<file path="src/hdl/gcm_pkg.sv">
// ----------------------------------------------------------------------------
// gcm_pkg
// Shared widths, codes, plan and remainder-unit types for the child gene
// string builder.
// ----------------------------------------------------------------------------
`default_nettype none

package gcm_pkg;

  localparam int unsigned MAX_WORDS = 256;
  localparam int unsigned WORD_CAP  = (MAX_WORDS < 256) ? MAX_WORDS : 256;

  localparam int unsigned WORD_W   = 32;
  localparam int unsigned RATE_W   = 17;
  localparam int unsigned GW_W     = 9;
  localparam int unsigned IDX_W    = 8;
  localparam int unsigned CFG_IX_W = 2;
  localparam int unsigned DIV_W    = 17;
  localparam int unsigned BITPOS_W = 13;
  localparam int unsigned BITS_W   = GW_W + 5;
  localparam int unsigned STEP_W   = 5;

  localparam logic [RATE_W-1:0] RATE_SCALE     = 17'd100000;
  localparam logic [GW_W-1:0]   GENE_WORDS_RST = 9'd1;
  localparam logic [GW_W-1:0]   GENE_WORDS_CAP = GW_W'(WORD_CAP);
  localparam logic [GW_W-1:0]   PLAN_WORD_RST  = GENE_WORDS_RST + 9'd1;

  localparam logic KIND_START = 1'b0;
  localparam logic KIND_PAIR  = 1'b1;

  typedef enum logic [CFG_IX_W-1:0] {
    CFG_CROSS_RATE = 2'd0,
    CFG_MUT_RATE   = 2'd1,
    CFG_GENE_WORDS = 2'd2
  } cfg_reg_e;

  typedef enum logic [1:0] {
    OP_CROSS_DECIDE = 2'd0,
    OP_CROSS_POINT  = 2'd1,
    OP_MUT_DECIDE   = 2'd2,
    OP_MUT_POINT    = 2'd3
  } plan_op_e;

  typedef struct packed {
    logic [GW_W-1:0]   cut_word;
    logic [WORD_W-1:0] cut_mask;
    logic [GW_W-1:0]   flip_word;
    logic [WORD_W-1:0] flip_mask;
  } plan_t;

  typedef struct packed {
    logic              start;
    logic [WORD_W-1:0] dividend;
    logic [DIV_W-1:0]  divisor;
  } mod_req_t;

  typedef struct packed {
    logic             done;
    logic [DIV_W-1:0] rem;
  } mod_rsp_t;

  function automatic logic [GW_W-1:0] eff_words(input logic [GW_W-1:0] gw);
    logic [GW_W-1:0] g;
    g = gw;
    if (g == '0) g = 9'd1;
    if (g > GENE_WORDS_CAP) g = GENE_WORDS_CAP;
    return g;
  endfunction

endpackage

`default_nettype wire

</file>
<file path="src/hdl/gcm_mod_unit.sv">
// ----------------------------------------------------------------------------
// gcm_mod_unit
// Iterative restoring remainder unit: 32-bit dividend, 17-bit divisor, one
// quotient bit per cycle, registered done pulse with the final remainder.
// ----------------------------------------------------------------------------
`default_nettype none

module gcm_mod_unit (
  input  wire logic              clk_i,
  input  wire logic              rst_ni,
  input  wire gcm_pkg::mod_req_t req_i,
  output gcm_pkg::mod_rsp_t      rsp_o
);
  import gcm_pkg::*;

  logic                busy_q, busy_d;
  logic                done_q, done_d;
  logic [STEP_W-1:0]   step_q, step_d;
  logic [DIV_W-1:0]    rem_q, rem_d;
  logic [WORD_W-1:0]   dvd_q, dvd_d;
  logic [DIV_W-1:0]    dvs_q, dvs_d;
  logic [DIV_W:0]      trial;
  logic [DIV_W:0]      diff;

  assign trial = {rem_q, dvd_q[WORD_W-1]};
  assign diff  = trial - {1'b0, dvs_q};

  always_comb begin
    busy_d = busy_q;
    done_d = 1'b0;
    step_d = step_q;
    rem_d  = rem_q;
    dvd_d  = dvd_q;
    dvs_d  = dvs_q;
    if (req_i.start) begin
      busy_d = 1'b1;
      step_d = '0;
      rem_d  = '0;
      dvd_d  = req_i.dividend;
      dvs_d  = req_i.divisor;
    end else if (busy_q) begin
      if (trial >= {1'b0, dvs_q}) begin
        rem_d = diff[DIV_W-1:0];
      end else begin
        rem_d = trial[DIV_W-1:0];
      end
      dvd_d  = {dvd_q[WORD_W-2:0], 1'b0};
      step_d = step_q + 5'd1;
      if (step_q == '1) begin
        busy_d = 1'b0;
        done_d = 1'b1;
      end
    end
  end

  always_ff @(posedge clk_i or negedge rst_ni) begin
    if (!rst_ni) begin
      busy_q <= 1'b0;
      done_q <= 1'b0;
      step_q <= '0;
    end else begin
      busy_q <= busy_d;
      done_q <= done_d;
      step_q <= step_d;
    end
  end

  always_ff @(posedge clk_i) begin
    rem_q <= rem_d;
    dvd_q <= dvd_d;
    dvs_q <= dvs_d;
  end

  assign rsp_o.done = done_q;
  assign rsp_o.rem  = rem_q;

endmodule

`default_nettype wire

</file>
<file path="src/hdl/gcm_planner.sv">
// ----------------------------------------------------------------------------
// gcm_planner
// Sequencer for a start item: runs four remainders through the shared unit
// and builds the crossover cut and mutation flip plan.
// ----------------------------------------------------------------------------
`default_nettype none

module gcm_planner (
  input  wire logic                          clk_i,
  input  wire logic                          rst_ni,
  input  wire logic                          start_i,
  input  wire logic [gcm_pkg::WORD_W-1:0]    rand_cross_decide_i,
  input  wire logic [gcm_pkg::WORD_W-1:0]    rand_cross_point_i,
  input  wire logic [gcm_pkg::WORD_W-1:0]    rand_mut_decide_i,
  input  wire logic [gcm_pkg::WORD_W-1:0]    rand_mut_point_i,
  input  wire logic [gcm_pkg::RATE_W-1:0]    cross_rate_i,
  input  wire logic [gcm_pkg::RATE_W-1:0]    mut_rate_i,
  input  wire logic [gcm_pkg::GW_W-1:0]      gene_words_i,
  output gcm_pkg::mod_req_t                  mod_req_o,
  input  wire gcm_pkg::mod_rsp_t             mod_rsp_i,
  output logic                               busy_o,
  output gcm_pkg::plan_t                     plan_o
);
  import gcm_pkg::*;

  typedef enum logic [2:0] {
    ST_IDLE   = 3'b001,
    ST_LAUNCH = 3'b010,
    ST_WAIT   = 3'b100
  } plan_state_e;

  plan_state_e       state_q, state_d;
  plan_op_e          op_q, op_d;
  logic              cross_hit_q, cross_hit_d;
  logic              mut_hit_q, mut_hit_d;
  logic [GW_W-1:0]   words_q, words_d;
  logic [WORD_W-1:0] r_cd_q, r_cp_q, r_md_q, r_mp_q;
  plan_t             plan_q, plan_d;
  logic [BITS_W-1:0] bits;
  logic [BITPOS_W-1:0] pos;
  logic [BITPOS_W-1:0] cut_pos;

  assign bits    = {words_q, 5'b0};
  assign pos     = mod_rsp_i.rem[BITPOS_W-1:0];
  assign cut_pos = pos + 13'd1;

  always_comb begin
    mod_req_o.start    = (state_q == ST_LAUNCH);
    mod_req_o.dividend = r_cd_q;
    mod_req_o.divisor  = RATE_SCALE;
    unique case (op_q)
      OP_CROSS_DECIDE: begin
        mod_req_o.dividend = r_cd_q;
        mod_req_o.divisor  = RATE_SCALE;
      end
      OP_CROSS_POINT: begin
        mod_req_o.dividend = r_cp_q;
        mod_req_o.divisor  = DIV_W'(bits - 14'd1);
      end
      OP_MUT_DECIDE: begin
        mod_req_o.dividend = r_md_q;
        mod_req_o.divisor  = RATE_SCALE;
      end
      OP_MUT_POINT: begin
        mod_req_o.dividend = r_mp_q;
        mod_req_o.divisor  = DIV_W'(bits);
      end
      default: ;
    endcase
  end

  always_comb begin
    state_d     = state_q;
    op_d        = op_q;
    cross_hit_d = cross_hit_q;
    mut_hit_d   = mut_hit_q;
    words_d     = words_q;
    plan_d      = plan_q;
    unique case (state_q)
      ST_IDLE: begin
        if (start_i) begin
          state_d = ST_LAUNCH;
          op_d    = OP_CROSS_DECIDE;
          words_d = gene_words_i;
        end
      end
      ST_LAUNCH: begin
        state_d = ST_WAIT;
      end
      ST_WAIT: begin
        if (mod_rsp_i.done) begin
          state_d = ST_LAUNCH;
          unique case (op_q)
            OP_CROSS_DECIDE: begin
              cross_hit_d = (mod_rsp_i.rem < cross_rate_i);
              op_d        = OP_CROSS_POINT;
            end
            OP_CROSS_POINT: begin
              if (cross_hit_q) begin
                plan_d.cut_word = GW_W'(cut_pos[BITPOS_W-1:5]);
                plan_d.cut_mask = (32'd1 << cut_pos[4:0]) - 32'd1;
              end else begin
                plan_d.cut_word = words_q + 9'd1;
                plan_d.cut_mask = '0;
              end
              op_d = OP_MUT_DECIDE;
            end
            OP_MUT_DECIDE: begin
              mut_hit_d = (mod_rsp_i.rem < mut_rate_i);
              op_d      = OP_MUT_POINT;
            end
            OP_MUT_POINT: begin
              if (mut_hit_q) begin
                plan_d.flip_word = GW_W'(pos[BITPOS_W-1:5]);
                plan_d.flip_mask = 32'd1 << pos[4:0];
              end else begin
                plan_d.flip_word = words_q + 9'd1;
                plan_d.flip_mask = '0;
              end
              state_d = ST_IDLE;
            end
            default: ;
          endcase
        end
      end
      default: state_d = ST_IDLE;
    endcase
  end

  always_ff @(posedge clk_i or negedge rst_ni) begin
    if (!rst_ni) begin
      state_q          <= ST_IDLE;
      op_q             <= OP_CROSS_DECIDE;
      cross_hit_q      <= 1'b0;
      mut_hit_q        <= 1'b0;
      words_q          <= GENE_WORDS_RST;
      plan_q.cut_word  <= PLAN_WORD_RST;
      plan_q.cut_mask  <= '0;
      plan_q.flip_word <= PLAN_WORD_RST;
      plan_q.flip_mask <= '0;
    end else begin
      state_q     <= state_d;
      op_q        <= op_d;
      cross_hit_q <= cross_hit_d;
      mut_hit_q   <= mut_hit_d;
      words_q     <= words_d;
      plan_q      <= plan_d;
    end
  end

  always_ff @(posedge clk_i) begin
    if (start_i && (state_q == ST_IDLE)) begin
      r_cd_q <= rand_cross_decide_i;
      r_cp_q <= rand_cross_point_i;
      r_md_q <= rand_mut_decide_i;
      r_mp_q <= rand_mut_point_i;
    end
  end

  assign busy_o = (state_q != ST_IDLE);
  assign plan_o = plan_q;

endmodule

`default_nettype wire

</file>
<file path="src/hdl/gcm_word_path.sv">
// ----------------------------------------------------------------------------
// gcm_word_path
// Applies the plan to one mother/father word pair per item, tracks the word
// position and holds the result in the output register.
// ----------------------------------------------------------------------------
`default_nettype none

module gcm_word_path (
  input  wire logic                          clk_i,
  input  wire logic                          rst_ni,
  input  wire logic                          pair_i,
  input  wire logic                          restart_i,
  input  wire logic [gcm_pkg::WORD_W-1:0]    mother_word_i,
  input  wire logic [gcm_pkg::WORD_W-1:0]    father_word_i,
  input  wire logic [gcm_pkg::GW_W-1:0]      gene_words_i,
  input  wire gcm_pkg::plan_t                plan_i,
  input  wire logic                          out_stall_i,
  output logic                               out_free_o,
  output logic                               out_valid_o,
  output logic [gcm_pkg::WORD_W-1:0]         child_word_o,
  output logic [gcm_pkg::IDX_W-1:0]          word_index_o,
  output logic                               last_o
);
  import gcm_pkg::*;

  logic [IDX_W-1:0]  cnt_q, cnt_d;
  logic              vld_q, vld_d;
  logic [WORD_W-1:0] word_q;
  logic [IDX_W-1:0]  idx_q;
  logic              last_q;
  logic [GW_W-1:0]   pos;
  logic [WORD_W-1:0] mixed;
  logic [WORD_W-1:0] child;
  logic              is_last;

  assign pos = {1'b0, cnt_q};

  always_comb begin
    if (pos < plan_i.cut_word) begin
      mixed = mother_word_i;
    end else if (pos > plan_i.cut_word) begin
      mixed = father_word_i;
    end else begin
      mixed = (mother_word_i & plan_i.cut_mask) | (father_word_i & ~plan_i.cut_mask);
    end
    child = (pos == plan_i.flip_word) ? (mixed ^ plan_i.flip_mask) : mixed;
  end

  assign is_last    = ((pos + 9'd1) >= gene_words_i);
  assign out_free_o = !vld_q || !out_stall_i;

  always_comb begin
    cnt_d = cnt_q;
    vld_d = vld_q;
    if (restart_i) begin
      cnt_d = '0;
    end else if (pair_i) begin
      cnt_d = is_last ? '0 : (cnt_q + 8'd1);
    end
    if (pair_i) begin
      vld_d = 1'b1;
    end else if (!out_stall_i) begin
      vld_d = 1'b0;
    end
  end

  always_ff @(posedge clk_i or negedge rst_ni) begin
    if (!rst_ni) begin
      cnt_q <= '0;
      vld_q <= 1'b0;
    end else begin
      cnt_q <= cnt_d;
      vld_q <= vld_d;
    end
  end

  always_ff @(posedge clk_i) begin
    if (pair_i) begin
      word_q <= child;
      idx_q  <= cnt_q;
      last_q <= is_last;
    end
  end

  assign out_valid_o  = vld_q;
  assign child_word_o = word_q;
  assign word_index_o = idx_q;
  assign last_o       = last_q;

endmodule

`default_nettype wire

</file>
<file path="src/hdl/ga_crossover_mutation.sv">
// ----------------------------------------------------------------------------
// ga_crossover_mutation
// Child gene string builder: single-point crossover and one-bit mutation.
// ----------------------------------------------------------------------------
// Input channel (in_valid_i / in_stall_o): kind_i selects a start item,
// which carries four random draws, or a gene pair item, which carries the
// mother and father words at the current position.
// A start item yields no result. Its four remainders run one after another
// through one bit-serial remainder unit, so the block stalls its input
// after taking it until the plan is complete.
// A pair item yields one child word with its index and a last flag, in the
// output register in the cycle after acceptance; pair items stream at one per
// cycle while the output is not stalled. After the last word the position wraps to zero.
// Output channel (out_valid_o / out_stall_i): a stalled result holds, and
// the input stalls until the output register can take the next word.
// Configuration (cfg_valid_i / cfg_ready_o, always ready): index 0 crossover
// rate, 1 mutation rate, 2 gene words; write only while idle.
// Reset clears the rates, sets one gene word and a plan with no crossover
// and no mutation.
// ----------------------------------------------------------------------------
`default_nettype none

module ga_crossover_mutation (
  input  wire logic                          clk_i,
  input  wire logic                          rst_ni,
  input  wire logic                          cfg_valid_i,
  output logic                               cfg_ready_o,
  input  wire logic [gcm_pkg::CFG_IX_W-1:0]  cfg_index_i,
  input  wire logic [gcm_pkg::RATE_W-1:0]    cfg_data_i,
  input  wire logic                          in_valid_i,
  output logic                               in_stall_o,
  input  wire logic                          kind_i,
  input  wire logic [gcm_pkg::WORD_W-1:0]    rand_cross_decide_i,
  input  wire logic [gcm_pkg::WORD_W-1:0]    rand_cross_point_i,
  input  wire logic [gcm_pkg::WORD_W-1:0]    rand_mut_decide_i,
  input  wire logic [gcm_pkg::WORD_W-1:0]    rand_mut_point_i,
  input  wire logic [gcm_pkg::WORD_W-1:0]    mother_word_i,
  input  wire logic [gcm_pkg::WORD_W-1:0]    father_word_i,
  output logic                               out_valid_o,
  input  wire logic                          out_stall_i,
  output logic [gcm_pkg::WORD_W-1:0]         child_word_o,
  output logic [gcm_pkg::IDX_W-1:0]          word_index_o,
  output logic                               last_o
);
  import gcm_pkg::*;

  logic [RATE_W-1:0] cross_rate_q;
  logic [RATE_W-1:0] mut_rate_q;
  logic [GW_W-1:0]   gene_words_q;
  logic [GW_W-1:0]   g_eff;
  logic              plan_busy;
  logic              out_free;
  logic              in_acc;
  logic              start_acc;
  logic              pair_acc;
  mod_req_t          mod_req;
  mod_rsp_t          mod_rsp;
  plan_t             plan;

  assign cfg_ready_o = 1'b1;

  always_ff @(posedge clk_i or negedge rst_ni) begin
    if (!rst_ni) begin
      cross_rate_q <= '0;
      mut_rate_q   <= '0;
      gene_words_q <= GENE_WORDS_RST;
    end else if (cfg_valid_i && cfg_ready_o) begin
      unique case (cfg_index_i)
        CFG_CROSS_RATE: cross_rate_q <= cfg_data_i;
        CFG_MUT_RATE:   mut_rate_q   <= cfg_data_i;
        CFG_GENE_WORDS: gene_words_q <= cfg_data_i[GW_W-1:0];
        default: ;
      endcase
    end
  end

  assign g_eff      = eff_words(gene_words_q);
  assign in_stall_o = plan_busy || !out_free;
  assign in_acc     = in_valid_i && !in_stall_o;
  assign start_acc  = in_acc && (kind_i == KIND_START);
  assign pair_acc   = in_acc && (kind_i == KIND_PAIR);

  gcm_mod_unit u_mod (
    .clk_i  (clk_i),
    .rst_ni (rst_ni),
    .req_i  (mod_req),
    .rsp_o  (mod_rsp)
  );

  gcm_planner u_planner (
    .clk_i               (clk_i),
    .rst_ni              (rst_ni),
    .start_i             (start_acc),
    .rand_cross_decide_i (rand_cross_decide_i),
    .rand_cross_point_i  (rand_cross_point_i),
    .rand_mut_decide_i   (rand_mut_decide_i),
    .rand_mut_point_i    (rand_mut_point_i),
    .cross_rate_i        (cross_rate_q),
    .mut_rate_i          (mut_rate_q),
    .gene_words_i        (g_eff),
    .mod_req_o           (mod_req),
    .mod_rsp_i           (mod_rsp),
    .busy_o              (plan_busy),
    .plan_o              (plan)
  );

  gcm_word_path u_word (
    .clk_i         (clk_i),
    .rst_ni        (rst_ni),
    .pair_i        (pair_acc),
    .restart_i     (start_acc),
    .mother_word_i (mother_word_i),
    .father_word_i (father_word_i),
    .gene_words_i  (g_eff),
    .plan_i        (plan),
    .out_stall_i   (out_stall_i),
    .out_free_o    (out_free),
    .out_valid_o   (out_valid_o),
    .child_word_o  (child_word_o),
    .word_index_o  (word_index_o),
    .last_o        (last_o)
  );

endmodule

`default_nettype wire

</file>
<file path="config.mk">
export PLATFORM = sky130hd
export DESIGN_NAME = ga_crossover_mutation
export DESIGN_NICKNAME = d
export VERILOG_FILES = /design/src/hdl/gcm_pkg.sv /design/src/hdl/gcm_mod_unit.sv /design/src/hdl/gcm_planner.sv /design/src/hdl/gcm_word_path.sv /design/src/hdl/ga_crossover_mutation.sv
export SDC_FILE = /design/constraint.sdc
export NUM_CORES = 1
export LEC_CHECK = 0
export BUFFER_PORTS_ARGS = -buffer_cell sky130_fd_sc_hd__buf_2
export CORE_MARGIN = 3
export CORE_UTILIZATION = 40
export CTS_CLUSTER_SIZE = 14
export DETAILED_ROUTE_END_ITERATION = 7
export GPL_TIMING_DRIVEN = 0
export PLACE_DENSITY = 0.63
export SYNTH_ARGS = -nofsm -noshare
export SYNTH_HDL_FRONTEND = slang
export SYNTH_SLANG_ARGS = --single-unit
export TNS_END_PERCENT = 5
</file>
<file path="constraint.sdc">
create_clock -name clk_i -period 5.8 [get_ports clk_i]
set_clock_uncertainty 0.15 [all_clocks]
set_input_delay 1.16 -clock clk_i [delete_from_list [all_inputs] [get_ports clk_i]]
set_output_delay 1.16 -clock clk_i [all_outputs]
set_load 0.02 [all_outputs]
</file>
* After elaboration in Yosys (flattened, before gate mapping)
Cells that the tools add are included.
** Word-level totals
- Bits of input ports :: 217
- Register bits :: 392
- Output and inout port bits :: 44
- RAM bits :: 0
- Memories kept :: 0
- Latch bits :: 0
- Logic and storage cells :: 123
- Bits in read-only memories :: 0
** Cells by class
- Div/mod/pow operators :: 0
- Reduce and logical (&&, ||, !) cells :: 26
- Muxes and demuxes :: 32
- Equality and inequality tests :: 15
- Order comparisons :: 7
- Shifts and indexed selects :: 2
- Add/sub/neg operators :: 8
- Bitwise logic cells :: 6
- Multiply operators :: 0
** Operators with widths (count)
- case mux 49 bit (4 select lines) :: 1
- 2-to-1 mux 32 bit :: 5
- 2-to-1 mux 41 bit :: 2
- bitwise AND 32 bit :: 2
- left shift 1 x 5 -> 32 bit (first input constant) :: 2
- less-than comparator 17 bit :: 2
- inverter 32 bit :: 1
- bitwise OR 32 bit :: 1
- subtractor 32 x 1 -> 32 bit (second input constant) :: 1
- bitwise XOR 32 bit :: 1
- 2-to-1 mux 8 bit :: 3
- greater-or-equal comparator 18 x 17 -> 1 bit :: 1
- 2-to-1 mux 9 bit :: 2
- 2-to-1 mux 17 bit :: 1
- subtractor 17 bit :: 1
- subtractor 14 x 1 -> 15 bit (second input constant) :: 1
- adder 13 x 1 -> 13 bit (second input constant) :: 1
- AND reduction 3 bit :: 4
- 2-to-1 mux 5 bit :: 2
- AND reduction 2 bit :: 5
- adder 8 x 1 -> 9 bit (second input constant) :: 1
- adder 9 x 1 -> 9 bit (second input constant) :: 1
- == test 8 x 9 -> 1 bit :: 1
- greater-or-equal comparator 9 bit :: 1
- other kinds (29) :: 53

* Logic depth before layout (Yosys ltp)
Gate-level depths: netlist of run 1.
- Word-level depth :: 9
- Gate-level depth with buffers :: 18

* Hierarchy
From an unflattened synthesis of run 1, not the netlist that was laid out.
** Second synthesis, totals
- Cells, all modules :: 1680
- Area total of the unflattened synthesis :: 19835.3 um2
** Modules (own cells, without submodules)
- gcm_planner :: sequential area each 6301.0 um2, area each 10627.7 um2, times used 1, cells each 914
- gcm_mod_unit :: sequential area each 1986.9 um2, area each 3922.5 um2, times used 1, cells each 333
- gcm_word_path :: sequential area each 1456.4 um2, area each 3552.2 um2, times used 1, cells each 324
- ga_crossover_mutation :: sequential area each 1077.3 um2, area each 1732.9 um2, times used 1, cells each 109

* Worst setup path after synthesis of run 1
OpenSTA, ideal clock, no wires.
- Path type :: input -> register
- Start point :: input port out_stall_i
- End point :: register u_planner.r_cd_q[0] (enable)
- Data arrival time :: 4.226 ns
- Library setup time :: 0.482 ns
- Data required time :: 5.168 ns
- Stages on the path :: 4
- Slack :: 0.942 ns
- Path through :: a21oi_1 > and2_1 > nand2_1 > inv_1
** On the way
- Cells in the longest elaborated chain, start to end :: 8
** RTL lines
- start, declared :: RTL line ga_crossover_mutation.sv:40 : input wire logic out_stall_i,
- logical NOT 1 bit :: RTL line gcm_word_path.sv:50 : assign out_free_o = !vld_q || !out_stall_i;
- logical OR 1 bit :: RTL line gcm_word_path.sv:50
- logical NOT 1 bit :: RTL line ga_crossover_mutation.sv:78 : assign in_stall_o = plan_busy || !out_free;
- logical OR 1 bit :: RTL line ga_crossover_mutation.sv:78
- logical NOT 1 bit :: RTL line ga_crossover_mutation.sv:79 : assign in_acc = in_valid_i && !in_stall_o;
- logical AND 1 bit :: RTL line ga_crossover_mutation.sv:79
- logical AND 1 bit :: RTL line ga_crossover_mutation.sv:80 : assign start_acc = in_acc && (kind_i == KIND_START);
- logical AND 1 bit :: RTL line gcm_planner.sv:152 : if (start_i && (state_q == ST_IDLE)) begin
- end signal, assigned :: RTL line gcm_planner.sv:153 : r_cd_q <= rand_cross_decide_i;
- end, declared :: RTL line gcm_planner.sv:37 : logic [WORD_W-1:0] r_cd_q, r_cp_q, r_md_q, r_mp_q;
Every way passes these cells.
A chain may end at the register's enable or synchronous reset.

* Worst setup path in the final report of run 1
- Start point :: register u_mod.rem_q[0]
- End point :: register u_planner.plan_q (netlist bit u_planner.plan_o[71])
** On the way
- Cells in the longest elaborated chain, start to end :: 4
** RTL lines
- start, declared :: RTL line gcm_mod_unit.sv:19 : logic [DIV_W-1:0] rem_q, rem_d;
- start signal, assigned :: RTL line gcm_mod_unit.sv:69 : rem_q <= rem_d;
- adder 13 x 1 -> 13 bit :: RTL line gcm_planner.sv:45 : assign cut_pos = pos + 13'd1;
- left shift 1 x 5 -> 32 bit :: RTL line gcm_planner.sv:101 : plan_d.cut_mask = (32'd1 << cut_pos[4:0]) - 32'd1;
- subtractor 32 x 1 -> 32 bit :: RTL line gcm_planner.sv:101
- 2-to-1 mux 41 bit :: RTL line gcm_planner.sv:99 : if (cross_hit_q) begin
- end signal, assigned :: RTL line gcm_planner.sv:147 : plan_q <= plan_d;
- end, declared :: RTL line gcm_planner.sv:38 : plan_t plan_q, plan_d;
Every way passes these cells.

==> key figures, run 1 <==
Timing
  – Final setup vio count: 0
  – Fmax: approximately 0.18 GHz
  – Final critical-path required period: approximately 5.5 ns
  – WHS: around 0.33 ns
  – Slew HR: 0.187
  – Final WS setup: 0.273 ns
  – Worst-Margin Slew: about 1.2 ns
  – Final Cycle Share: 0.953
  – RSZ-0062 raised after global routing: no
  – Hold Vio Cnt, Final: 0
  – Max Transition Viols Final: 0

Finish
  – Register area: around 11,000 µm²
  – Most common cell after layout, fill and taps aside: buf_2
  – Nets: roughly 2,400
  – Synth-to-layout area growth: 18.8%
  – Highest-count cells in the layout ignoring fill and taps: 261 x buf_2, 241 x nand2_1, 213 x edfxtp_1
  – Inserted Diodes: 0
  – Filler Cell Count: 4,295
  – Footprint of the multi-input gates: 7900 µm²
  – Final instance area: 22,900 µm²
  – Share of cells above drive strength 1: 0.185

Synthesis
  – Synth cell types: between 70 and 80
  – YS warnings: 0
  – Asr flop ratio synth: 0.406
  – Mean Syn Cell Area: 10.7 µm²
  – Seq/Total Area, Yosys: 0.554
  – Synthesized area: ~19,000 µm²
  – Post-synth EDFFs: between 200 and 250
  – Mapped Nets: approximately 2,100
  – Synthesized instance count: roughly 1,800
  – Top_reg_cell synth: edfxtp_1
  – Register bit total from synthesis: approximately 390

Worst setup path
  – Reg-to-reg endpoint: u_planner.plan_o[71]
  – Critical Path Source Type: flip-flop
  – Crit Path Class: reg -> reg
  – Crit path capture: u_planner.plan_o[71]
  – CP Max Fanout: 11
  – Crit path arrival time: roughly 6 ns
  – CP Data Required Time: about 6.1 ns
  – Worst reg2reg path startpoint: u_mod.rem_q[0]
  – CP Launch Point: u_mod.rem_q[0]
  – Critical Path End Type: flip-flop
  – Reg2Reg Setup Slack: between 0.2 and 0.3 ns
  – Reg2Reg Depth: 16

Detailed routing
  – Vias per cell: between 5 and 6
  – Post-Route WL: ~54,000 µm
  – First drt pass iteration count: 6
  – Via count: 14,900
  – WL per Instance: just under 20 µm
  – Initial DRC count: approximately 1,300
  – DR DRC count: 0
  – Antenna Nets Post-Route: 0

Die
  – Die ar.: approximately 51,000 µm²
  – I/O Pins: roughly 260
  – Core area: about 47,000 µm²
  – Num rows: between 70 and 80
  – Die height: 226 µm
  – Die width: about 230 µm
  – Initial core utilization: 0.410

Placement
  – # port buffers: 259
  – Placer Congestion: approximately 0.93
  – Pre-CTS setup slack: between 0.15 and 0.2 ns
  – Post-DP Area: between 20,000 and 25,000 µm²
  – Post-DP HPWL: around 40,000 µm

Clock tree
  – Clock transition at path regs: roughly 0.060 ns
  – Clock Path Buffers: 3
  – Clock Tree Root: clkbuf_16
  – H-tree Lvls: 2
  – CTS tree: yes
  – Num CTS Buffers: 44
  – Setup repair bufs after CTS: 0
  – Clock latency on the worst-skew pair: between 0.5 and 0.6 ns
  – Clock sinks: slightly below 400

Global routing
  – First-pass GRT wire length: between 80,000 and 90,000 µm
  – Initial antenna violation count: 0
  – Pin count of the biggest net entering global routing: 98
  – Gr ovfl total: 0
  – Vias in the first global route: roughly 15,000
  – Total GRT Usage: 0.211

Min path
  – Hold WC Path Type: reg -> reg

Run status
  – Outcome: completed

Flow run
  – Maxcap violations: 0

Power and ir drop
  – Leakage: around 9.6 nW
  – Maximum vdd drop: ~0.26 mV
  – PwrDens: approximately 470 nW/µm²
logic make-up (layout without fill, tap and decap cells):
kind of cell,after synthesis,count (layout),synth area share
AO/OA/AOI/OAI,469,469,0.157
XOR/XNOR,88,88,0.0400
adder cells (fa/ha/maj),80,80,0.0522
buffers and inverters,187,529,0.0374
flip-flops,387,387,0.554
multiplexers,83,83,0.0451
other,1,1,0.000195
AND/OR/NAND/NOR,499,499,0.114
layout make-up:
cell class,count,share of cell area
multi-input cells,1220,0.345
plain buffers,104,0.0179
repair buffers,261,0.0593
well taps,607,0.0332
inverters,82,0.0137
flip-flops and latches,387,0.466
clock buffers,60,0.0551
clock inverters,22,0.00989
worst min-delay path by stage:
stage          slack, ns            startpoint                    to  depth (start not counted)
6_report            0.33  u_planner.plan_o[28]  u_planner.plan_o[28]                          2
4_1_cts             0.33   u_planner.plan_o[9]   u_planner.plan_o[9]                          2
3_5_place_dp        0.32   u_planner.plan_o[9]   u_planner.plan_o[9]                          2
5_1_grt             0.36  u_planner.plan_o[17]  u_planner.plan_o[17]                          2
2_1_floorplan       0.29  u_planner.plan_o[46]  u_planner.plan_o[46]                          2
3_3_place_gp        0.31   u_planner.plan_o[6]   u_planner.plan_o[6]                          2
power breakdown:
| group | leakage [nW] | switching [W] | internal (W) |
|---|---|---|---|
| clock network | 0.731 | 0.00116 | 0.00167 |
| registers | 4.20 | 0.000341 | 0.00343 |
| logic | 4.63 | 0.00267 | 0.00150 |
| total | 9.56 | 0.00416 | 0.00660 |
metal layers:
layer	part of all wire	GRT usage
met5	0	0
met4	0.043	0.0968
met3	0.052	0.0293
met2	0.49	0.361
met1	0.42	0.267
synth_stat cells, types with 4 or more instances:
master,count,area share
a22o_1,11,0.0050
dfstp_2,5,0.0068
a31oi_1,4,0.0013
nor2_1,110,0.021
o22ai_1,6,0.0019
o21ai_0,149,0.039
a21oi_1,131,0.034
and2_1,6,0.0019
clkbuf_1,84,0.016
nand2_1,241,0.047
clkinv_1,4,0.00078
nor3_1,28,0.0073
a222oi_1,32,0.017
or2_2,6,0.0019
nor2b_1,19,0.0062
a211oi_1,12,0.0047
ha_1,78,0.051
nand2b_1,17,0.0055
o2111ai_1,5,0.0023
mux2i_1,52,0.027
nor4_1,4,0.0013
inv_1,78,0.015
nor4b_1,4,0.0018
xnor2_1,38,0.017
nand3b_1,9,0.0035
buf_1,15,0.0029
dfrtp_1,152,0.20
o21a_1,8,0.0031
o211ai_1,5,0.0019
nand3_1,26,0.0067
a22oi_1,4,0.0016
or3_1,5,0.0016
mux2_2,31,0.018
and3_1,7,0.0023
a21o_1,21,0.0082
nand4_1,10,0.0032
o31ai_1,39,0.015
edfxtp_1,213,0.33
dfxtp_1,17,0.018
xor2_1,50,0.023
repair_timing:
action	CTS	global route
endpoints found under the hold margin	0	0
setup endpoints to repair	0	6
hold buffers	0	0
resized for setup	0	1
critical path: stages (launching register included):
cell      delay (ns)
dfxtp_1         0.37
clkbuf_2        0.27
nand2_1         0.20
clkinv_1        0.35
ha_1            0.44
clkbuf_1        0.41
clkbuf_1        0.44
clkbuf_1        0.49
clkbuf_1        0.47
nand3_1         0.19
ha_1            0.37
o31ai_2         0.28
a221oi_2        0.17
o211ai_2        0.24
a221o_1         0.21
a311oi_1        0.06
a221o_1         0.28
flip-flops by register name, indices dropped and copies added (netlist names), 12 cells and up:
signal / cells
u_planner.r_cd_q: 32
cross_rate_q: 17
u_planner.plan_o: 82
mut_rate_q: 17
u_planner.r_cp_q: 32
u_mod.rem_q: 17
u_planner.r_md_q: 32
u_word.child_word_o: 32
u_mod.dvd_q: 32
u_planner.r_mp_q: 32
u_mod.dvs_q: 12
stage by stage:
step | total power (W) | util | instances | setup TNS [ns]
6_report | 0.0108 | 0.487 | 2743 | 0
5_1_grt | 0.0114 | 0.487 | 2743 | 0
4_1_cts | 0.0108 | 0.487 | 2744 | 0
3_5_place_dp | 0.00791 | 0.455 | 2662 | 0
3_3_place_gp | 0.00785 | 0.453 | 2660 | -35.22
2_1_floorplan | 0.00663 | - | 1794 | 0
No activity file was read; power rests on OpenSTA's default activity.
==> run 2: changes to the inputs <==
CAP_MARGIN = 5   (was unset)
PLACE_DENSITY = unset   (was 0.63)
PLACE_DENSITY_LB_ADDON = 0.12   (was unset)
==> run 2 against run 1 <==
  * Cell area up 0.13%
  * Wire length up 1.2%
  * Combinational power is essentially flat
  * Clock power barely moved
  * Hold slack got worse by 0.0049 ns
  * Sequential power is essentially flat
  * Critical path type unchanged
  * Critical endpoint unchanged
  * Largest power group unchanged
  * Highest routed layer unchanged
==> key figures, run 2 (same netlist as run 1, synthesis figures left out) <==
Placement
  – # port buffers: 259 (unchanged)
  – Placer Congestion: 0.914 (was 0.926)
  – Placed insts: 2,662 (unchanged)
  – Post-DP HPWL: 40,900 µm (was 40,100 µm)

Clock tree
  – Setup repair bufs after CTS: 0 (unchanged)
  – H-tree Lvls: 2 (unchanged)
  – Clock latency on the worst-skew pair: 0.60 ns (was 0.59 ns)
  – Clock Tree Root: clkbuf_16 (unchanged)
  – Clock Path Buffers: 3 (unchanged)
  – CTS tree: yes (unchanged)
  – Num CTS Buffers: 44 (unchanged)
  – Clock transition at path regs: 0.06 ns (about the same)
  – Hold-fix buffers, CTS: 0 (unchanged)
  – # resized after CTS: 0 (unchanged)
  – Clock sinks: 387 (unchanged)

Finish
  – Register area: 10,700 µm² (unchanged)
  – Post-layout util: 0.487 (about the same)
  – Fin cells: 2,747 (was 2,743)
  – Max FFs per register: 82 (unchanged)
  – Synth-to-layout area growth: 18.9% (was 18.8%)
  – Footprint of the multi-input gates: 7900 µm² (unchanged)
  – Filler Cell Count: 4,353 (was 4,295)
  – Most common cell after layout, fill and taps aside: buf_2 (unchanged)
  – Nets: 2,397 (was 2,396)
  – Share of cells above drive strength 1: 0.184 (was 0.185)
  – Highest-count cells in the layout ignoring fill and taps: 261 x buf_2, 241 x nand2_1, 213 x edfxtp_1 (unchanged)

Timing
  – Final critical-path required period: 5.50 ns (was 5.53 ns)
  – TNS Setup: 0 ns (unchanged)
  – RSZ-0062 raised after global routing: no (unchanged)
  – Slew HR: 0.331 (was 0.187)
  – Max Transition Viols Final: 0 (unchanged)
  – Worst-Margin Slew: 0.998 ns (was 1.22 ns)
  – Fmax: 0.182 GHz (was 0.181 GHz)
  – Final setup vio count: 0 (unchanged)
  – Final Cycle Share: 0.949 (was 0.953)
  – Hold Vio Cnt, Final: 0 (unchanged)

Global routing
  – Total GRT Usage: 0.212 (was 0.211)
  – Initial antenna violation count: 3 (was 0)
  – Gr ovfl total: 0 (unchanged)
  – Vias in the first global route: 15,100 (was 15,400)
  – Pin count of the biggest net entering global routing: 110 (was 98)
  – First-pass GRT wire length: 84,300 µm (was 84,500 µm)

Worst setup path
  – Critical Path End Type: flip-flop (unchanged)
  – CP Data Required Time: 6.18 ns (was 6.10 ns)
  – Critical Path Source Type: flip-flop (unchanged)
  – Crit path arrival time: 5.88 ns (was 5.83 ns)
  – CP Max Fanout: 11 (unchanged)
  – Crit Path Class: reg -> reg (unchanged)

Detailed routing
  – First drt pass iteration count: 6 (unchanged)
  – Initial DRC count: 1,137 (was 1,264)
  – Via count: 14,800 (was 14,900)
  – WL per Instance: 19.8 µm (was 19.6 µm)
  – Antenna Nets Post-Route: 0 (unchanged)
  – DR DRC count: 0 (unchanged)
  – Post-Route WL: 54,400 µm (was 53,800 µm)
  – Vias per cell: 5.38 (was 5.45)

Power and ir drop
  – Leakage: 9.57 nW (was 9.56 nW)
  – PwrDens: 469 nW/µm² (was 470 nW/µm²)
  – Maximum vdd drop: 0.224 mV (was 0.260 mV)

Die
  – Num rows: 79 (unchanged)
  – Initial core utilization: 0.410 (unchanged)
  – Die height: 226 µm (unchanged)
  – Die ar.: 50,900 µm² (unchanged)
  – Core area: 47,100 µm² (unchanged)
  – I/O Pins: 261 (unchanged)
  – Die width: 226 µm (unchanged)

Min path
  – Hold WC Path Type: reg -> reg (unchanged)

Run status
  – Outcome: completed (unchanged)

Flow run
  – Maxcap violations: 0 (unchanged)
==> run 2: changes by cell type in the layout (fill, tap and decap cells not counted), sizes merged <==
| cell | before | now |
|---|---|---|
| buf | 280 | 281 |
| clkbuf | 145 | 137 |
| inv | 81 | 79 |
| bufinv | 3 | 4 |
| clkinvlp | 2 | 1 |
| diode | 0 | 3 |
| clkinv | 18 | 28 |
==> run 2: layout make-up <==
type | count | share of cell area
flip-flops and latches | 387 | 0.465
multi-input cells | 1220 | 0.345
repair buffers | 262 | 0.0606
clock buffers | 52 | 0.0506
well taps | 607 | 0.0331
plain buffers | 104 | 0.0180
clock inverters | 30 | 0.0138
inverters | 82 | 0.0136
diodes | 3 | 0.000327
==> run 2: critical path, cell delays in order (launching register included) <==
cell and delay, ns:
dfxtp_1 0.38, clkbuf_2 0.27, nand2_1 0.21, clkinv_1 0.34, ha_1 0.42, clkbuf_1 0.27
clkbuf_1 0.32, clkbuf_2 0.29, clkbuf_1 0.31, nand3_1 0.19, ha_1 0.42, o31ai_2 0.32
a221oi_2 0.43, o211ai_2 0.31, a221o_1 0.39, a311oi_1 0.29, a221o_1 0.15
==> run 2: power by group <==
part / internal, W / switching [W] / leakage (nW)
Combinational: 0.00152 / 0.00266 / 4.64
Clock: 0.00163 / 0.00118 / 0.720
Sequential: 0.00342 / 0.000343 / 4.20
==> run 2: worst paths after layout <==
kind                                        end                  from  slack [ns]  depth (start not counted)
setup / recovery           u_planner.plan_o[71]        u_mod.rem_q[0]        0.30                         16
min in group asynchronous        mut_rate_q[10]                rst_ni        0.35                          1
hold / removal             u_planner.plan_o[29]  u_planner.plan_o[29]        0.32                          2
max in group asynchronous   u_planner.plan_o[7]                rst_ni        4.29                          2
hold reg to reg            u_planner.plan_o[29]  u_planner.plan_o[29]        0.32                          2
setup reg to reg           u_planner.plan_o[71]        u_mod.rem_q[0]        0.30                         16
==> run 2: through the flow <==
step / hold WS (ns) / total power [W] / setup WS, ns / instance area [µm²]
final: 0.323 / 0.0108 / 0.297 / 22900
after global routing: 0.346 / 0.0115 / 0.0393 / 22900
after CTS: 0.329 / 0.0108 / 0.0195 / 22900
after detailed placement: 0.316 / 0.00795 / 0.0322 / 21400
after global placement: 0.311 / 0.00791 / -0.307 / 21300
after floorplan: 0.289 / 0.00663 / 0.942 / 19300
==> run 2: metal layers <==
metal	GRT usage	routed length [µm]
met1	0.267	22900
met2	0.372	26900
met3	0.0332	2680
met4	0.0754	1970
met5	0	0
